**src/sv/tspt_pkg.sv**
```systemverilog
package tspt_pkg;

   localparam logic [1:0] STATUS_TIMED  = 2'd0;
   localparam logic [1:0] STATUS_MASKED = 2'd1;
   localparam logic [1:0] STATUS_CUT    = 2'd2;

   localparam logic KIND_HIT     = 1'b0;
   localparam logic KIND_SUMMARY = 1'b1;

   // register index, taken from csr_paddr[2]
   localparam logic CSR_GAIN_MODE = 1'b0;

   localparam int REQ_DATA_W = 64;
   localparam int RSP_DATA_W = 56;

   // shape constants: 1/n in Q0.16, 25*wc/(n*ln2) in Q.16
   localparam logic [15:0] INVN_HIGH = 16'd36449;
   localparam logic [15:0] INVN_LOW  = 16'd32508;
   localparam logic signed [21:0] KC_HIGH = 22'sd95850;
   localparam logic signed [21:0] KC_LOW  = 22'sd98167;

   localparam logic signed [16:0] T_ZERO_A2   = 17'sd1280;
   localparam logic signed [16:0] T_MAX       = 17'sd65535;
   localparam logic signed [16:0] T_MIN       = -17'sd65536;
   localparam logic signed [18:0] T_BASE      = 19'sd1280;
   localparam logic [17:0]        Q_LIMIT     = 18'd200000;
   localparam logic signed [16:0] RANGE_LIM   = 17'sd1312;
   localparam logic [6:0]         BIN_UNDER   = 7'd0;
   localparam logic [6:0]         BIN_OVER    = 7'd82;
   localparam logic [6:0]         BIN_MULT    = 7'd81;
   // floor(y/41) for y < 3321
   localparam logic [11:0]        BIN_RECIP   = 12'd3197;
   localparam int                 BIN_SHIFT   = 17;
   localparam logic [11:0]        A1_MIN      = 12'd200;

   localparam int DIV_NUM_W = 42;
   localparam int DIV_DEN_W = 34;
   localparam logic [33:0] C_ONE = 34'h0_4000_0000;
   localparam logic [41:0] Q_NUMERATOR = 42'd1600 << 30;

   typedef struct packed {
      logic              side;
      logic              plane;
      logic signed [12:0] a1;
      logic signed [12:0] a2;
      logic [1:0]        status;
      logic              last;
   } hit_entry_type;

   typedef struct packed {
      logic              kind;
      logic [1:0]        status;
      logic signed [16:0] arrival;
      logic [6:0]        bin;
      logic [1:0]        hsel;
      logic signed [11:0] mean_neg;
      logic signed [11:0] mean_pos;
      logic              pair;
      logic              last;
   } result_type;

   typedef logic [31:0] factor_table_type [16];

   function automatic logic [63:0] isqrt64(logic [63:0] x);
      logic [63:0] res;
      logic [63:0] bt;
      logic [63:0] v;
      res = '0;
      bt  = 64'd1 << 62;
      v   = x;
      while (bt > v) bt = bt >> 2;
      while (bt != 0) begin
         if (v >= res + bt) begin
            v   = v - (res + bt);
            res = (res >> 1) + bt;
         end else begin
            res = res >> 1;
         end
         bt = bt >> 2;
      end
      return res;
   endfunction

   // 2^(2^-k) in Q.30 for k = 1..16
   function automatic factor_table_type make_exp_factors();
      factor_table_type tab;
      logic [63:0] r;
      r = isqrt64(64'd1 << 61);
      for (int k = 0; k < 16; k++) begin
         tab[k] = r[31:0];
         r = isqrt64(r << 30);
      end
      return tab;
   endfunction

   localparam factor_table_type EXP_FACTOR = make_exp_factors();

   function automatic logic [3:0] msb_pos(logic [11:0] x);
      logic [3:0] p;
      p = '0;
      for (int i = 0; i < 12; i++) begin
         if (x[i]) p = 4'(i);
      end
      return p;
   endfunction

endpackage

```
**src/sv/tspt_front.sv**
```systemverilog
module tspt_front
   import tspt_pkg::*;
(
   input  logic                  clock,
   input  logic                  reset,
   input  logic                  req_tvalid,
   output logic                  req_tready,
   input  logic [REQ_DATA_W-1:0] req_tdata,
   input  logic                  req_tlast,
   output logic                  q_valid,
   output hit_entry_type         q_entry,
   input  logic                  q_pop
);

   hit_entry_type entry_ff [2];
   logic          wr_ptr_ff, wr_ptr_in;
   logic          rd_ptr_ff, rd_ptr_in;
   logic [1:0]    count_ff, count_in;

   logic              side, plane;
   logic [5:0]        sx, sy, st;
   logic signed [12:0] a0, a1, a2;
   logic              masked, cut, push;
   hit_entry_type     new_entry;

   assign side  = req_tdata[0];
   assign plane = req_tdata[1];
   assign sx    = req_tdata[7:2];
   assign sy    = req_tdata[13:8];
   assign st    = req_tdata[19:14];
   assign a0    = req_tdata[32:20];
   assign a1    = req_tdata[45:33];
   assign a2    = req_tdata[58:46];

   assign req_tready = (count_ff != 2'd2);
   assign push       = req_tvalid && req_tready;

   always_comb begin
      masked = (!side && !plane && sx == 6'd7 && sy == 6'd28) ||
               (!side && !plane && sx == 6'd24 && sy == 6'd9 && st == 6'd21) ||
               (side && plane && sx == 6'd35 && sy == 6'd17 && st == 6'd23);
      cut    = (a1 < $signed({1'b0, A1_MIN})) || (a0 > 13'sd10) || (a0 < -13'sd10) ||
               (a2 < 13'sd0) || (a0 > a1) || (a0 > a2) || (a2 > a1);
      new_entry.side  = side;
      new_entry.plane = plane;
      new_entry.a1    = a1;
      new_entry.a2    = a2;
      new_entry.last  = req_tlast;
      priority if (masked) new_entry.status = STATUS_MASKED;
      else if (cut)        new_entry.status = STATUS_CUT;
      else                 new_entry.status = STATUS_TIMED;
   end

   always_comb begin
      wr_ptr_in = push ? !wr_ptr_ff : wr_ptr_ff;
      rd_ptr_in = q_pop ? !rd_ptr_ff : rd_ptr_ff;
      count_in  = count_ff + 2'(push) - 2'(q_pop);
   end

   always_ff @(posedge clock) begin
      if (reset) begin
         wr_ptr_ff <= 1'b0;
         rd_ptr_ff <= 1'b0;
         count_ff  <= 2'd0;
      end else begin
         wr_ptr_ff <= wr_ptr_in;
         rd_ptr_ff <= rd_ptr_in;
         count_ff  <= count_in;
      end
   end

   always_ff @(posedge clock) begin
      if (push) entry_ff[wr_ptr_ff] <= new_entry;
   end

   assign q_valid = (count_ff != 2'd0);
   assign q_entry = entry_ff[rd_ptr_ff];

endmodule

```
**config.mk**
```make
export PLATFORM = sky130hd
export DESIGN_NAME = tspt_front
export DESIGN_NICKNAME = d
export VERILOG_FILES = /design/src/sv/tspt_pkg.sv /design/src/sv/tspt_front.sv
export SDC_FILE = /design/constraint.sdc
export NUM_CORES = 1
export LEC_CHECK = 0
export BUFFER_PORTS_ARGS = -buffer_cell sky130_fd_sc_hd__buf_4
export CAP_MARGIN = 40
export CORE_UTILIZATION = 45
export CTS_CLUSTER_SIZE = 10
export DETAILED_ROUTE_END_ITERATION = 10
export PLACE_DENSITY = 0.81
export SLEW_MARGIN = 20
export SYNTH_ARGS = -nofsm -noshare
export SYNTH_HDL_FRONTEND = slang
export SYNTH_SLANG_ARGS = --single-unit
```
**constraint.sdc**
```tcl
create_clock -name clock -period 2.6 [get_ports clock]
set_input_delay 0.13 -clock clock [delete_from_list [all_inputs] [get_ports clock]]
set_output_delay 0.13 -clock clock [all_outputs]
set_load 0.02 [all_outputs]
```
==> qor.yml <==
status:
  status: "completed"
yosys:
  ys_types: 40
  async_reset_ff_share_pct: 0
  synth_top_family_by_area: "adder cells"
  yosysWarnings: 0
  ys_seq_elements: 67
  synth-edff-count: 62
  synthAdderAreaFrac_pct: 14.3
  synth_mux_area_share_pct: 10.0
  syn_inst: 278
  ys_seq_area_share_pct: 54.7
  syn_area_um2: 3590
  synth_compound_area_share_pct: 6.31
  syn-num-nets: 388
  synthSimpleGateAreaFrac_pct: 10.4
  syn_area_per_cell_um2: 12.9
  synth-xor-area-share_pct: 0.976
  synth_ff_type: "edfxtp_1"
detailed_routing:
  ant_nets: 0
  drtIter0Drc: 98
  vias_per_cell: 5.30
  vias: 2767
  wl_per_cell_um: 16.2
  drt_first_pass_iters: 4
  drc: 0
  drt-total-wl_um: 8470
power:
  intPower_mw: 2.32
  powerDensity_nw_per_um2: 651
  pwr-share-comb_pct: 27.7
  p_clk_share_pct: 28.7
  switching_share_pct: 28.4
  p_seq_share_pct: 43.6
  vdd_drop_max_v: 0.000476
  p_sw_mw: 0.921
  leakage_nw: 2.12
sta:
  period_needed_ns: 2.09
  setup_tns_ns: 0
  slew_headroom_pct: 70.1
  max_freq_ghz: 0.478
  fin_skew_ns: 0.0138
  drv_slew: 0
  hold_violations: 0
  rsz0062_at_grt: "false"
  setup_viol: 0
  final.period_utilization_pct: 80.5
  worstMarginPinSlew_ns: 0.447
finish:
  num_antenna_cells: 0
  finalNetCount: 525
  final_common_cell: "buf_4"
  layout-drive-gt1-share_pct: 28.8
  area_delta_synth_final_pct: 38.9
  final_cell_mix: "99 x buf_4, 62 x edfxtp_1, 41 x ha_1"
  nFillCells: 589
  finalNonFillerCells: 522
clocking:
  clk_latency_ns: 0.34
  hold_buffers: 28
  cts_tree: "yes"
  h-tree-depth: 3
  cts-buffers-inserted: 9
  root_buffer: "clkbuf_8"
  cts.sinks: 67
  cts_resized: 0
  cts_buffer_depth: 2
  clk_pin_slew_ns: 0.07
  post_cts_buffers: 0
setup_path:
  endpoint_kind: "flip-flop"
  startpoint_type: "input pin"
  crit_arrival_ns: 2.26
  cp_max_fo: 4
  cp.required_ns: 2.76
  crit_type: "in -> reg"
floorplanning:
  rows: 32
  dieHeight_um: 91.3
  die_area_um2: 8340
  top_level_ports: 102
  initial_core_util_pct: 46.4
  die-width_um: 91.3
  coreArea_um2: 7730
place:
  place_inst: 477
  port_buffers: 96
  post-dp-hpwl_um: 6130
  gp_congestion: 0.873
grt:
  grt_pass1_vias: 2905
  grt_max_degree: 32
  antenna_found_initial: 0
  grt_pass1_wl_um: 13500
  grt_overflow: 0
  grt.total_usage_pct: 21.3
hold_path:
  hold_path_class: "in -> reg"
flow_run:
  maxCapViolCount: 0
-- power groups by stage --
stage | registers (mW) | clock network, mW | logic, mW
6_report | 1.41 | 0.931 | 0.899
5_1_grt | 1.43 | 1.01 | 0.972
4_1_cts | 1.42 | 0.958 | 0.906
3_5_place_dp | 1.44 | 0 | 0.865
3_3_place_gp | 1.43 | 0 | 0.842
2_1_floorplan | 1.43 | 0 | 0.475
-- metrics by stage --
stage / instance area [um^2] / utilization (%) / hold slack (ns) / total power, mW / setup WS, ns
after global routing: 4980 / 64.5 / 0.00202 / 3.41 / 0.376
final: 4980 / 64.5 / 0.0221 / 3.24 / 0.506
after floorplan: 3590 / - / 0.202 / 1.90 / 0.137
after detailed placement: 4480 / 57.9 / 0.323 / 2.30 / 0.705
after global placement: 4480 / 57.9 / 0.316 / 2.27 / 0.754
after CTS: 4970 / 64.4 / 0.000237 / 3.28 / 0.543
-- metal layers --
metal  global-route usage, %  up-vias  share of wire [%]
met1                    23.2     1324                 41
met5                       0        -                  0
li1                        -     1327                  -
met2                    38.4       98                 52
met3                    5.28       18                4.8
met4                    10.4        0                2.6
-- synthesized netlist by cell type (all sizes together), types with 3 or more instances --
library cell	instances	area [um^2]
a211oi	3	22.5
a21o	4	30.0
a21oi	8	40.0
a31oi	4	25.0
buf	3	11.3
dfxtp	5	100
edfxtp	62	1860
ha	41	513
inv	29	109
mux2	32	360
nand2	13	48.8
nand2b	3	18.8
nand3	6	30.0
nand4	10	62.6
nor2	15	56.3
nor2b	4	25.0
nor3	5	30.0
nor4	3	25.0
o211ai	4	30.0
o21ai	4	20.0
-- sequential cells by signal (all words and copies together) (netlist names), named ones only --
register,count
count_ff,2
wr_ptr_ff,1
rd_ptr_ff,1
entry_ff,62
-- cell families after synthesis --
group,count (synthesis)
XOR/XNOR,4
flip-flops,67
AND/OR/NAND/NOR,68
adder cells (fa/ha/maj),41
AO/OA/AOI/OAI,34
multiplexers,32
buffers and inverters,32
-- critical path, cell delays in order --
cell	delay (ns)
dlygate4sd3_1	0.54
buf_4	0.13
inv_1	0.06
ha_1	0.31
a211oi_1	0.26
nor2_1	0.09
nor2_1	0.15
o211ai_1	0.11
mux2_1	0.32
a31oi_1	0.18
-- cell type report --
class / count / area (um^2) / share of cell area, %
Clock buffer: 10 / 128 / 2.56
Inverter: 29 / 109 / 2.18
Timing Repair Buffer: 129 / 1050 / 21.1
Multi-Input combinational cell: 179 / 1510 / 30.4
Tap cell: 102 / 128 / 2.56
Clock inverter: 6 / 90.1 / 1.81
Sequential cell: 67 / 1960 / 39.4
-- path summary, 6_finish.rpt --
path | from | to | slack, ns | cells past startpoint
hold / removal | req_tdata[44] | entry_ff[0][27] | 0.02 | 1
setup / recovery | req_tdata[39] | entry_ff[0][2] | 0.51 | 10
setup reg to reg | count_ff[0] | count_ff[1] | 0.99 | 8
hold reg to reg | rd_ptr_ff | rd_ptr_ff | 0.60 | 2
Power figures use the tool's default switching activity.
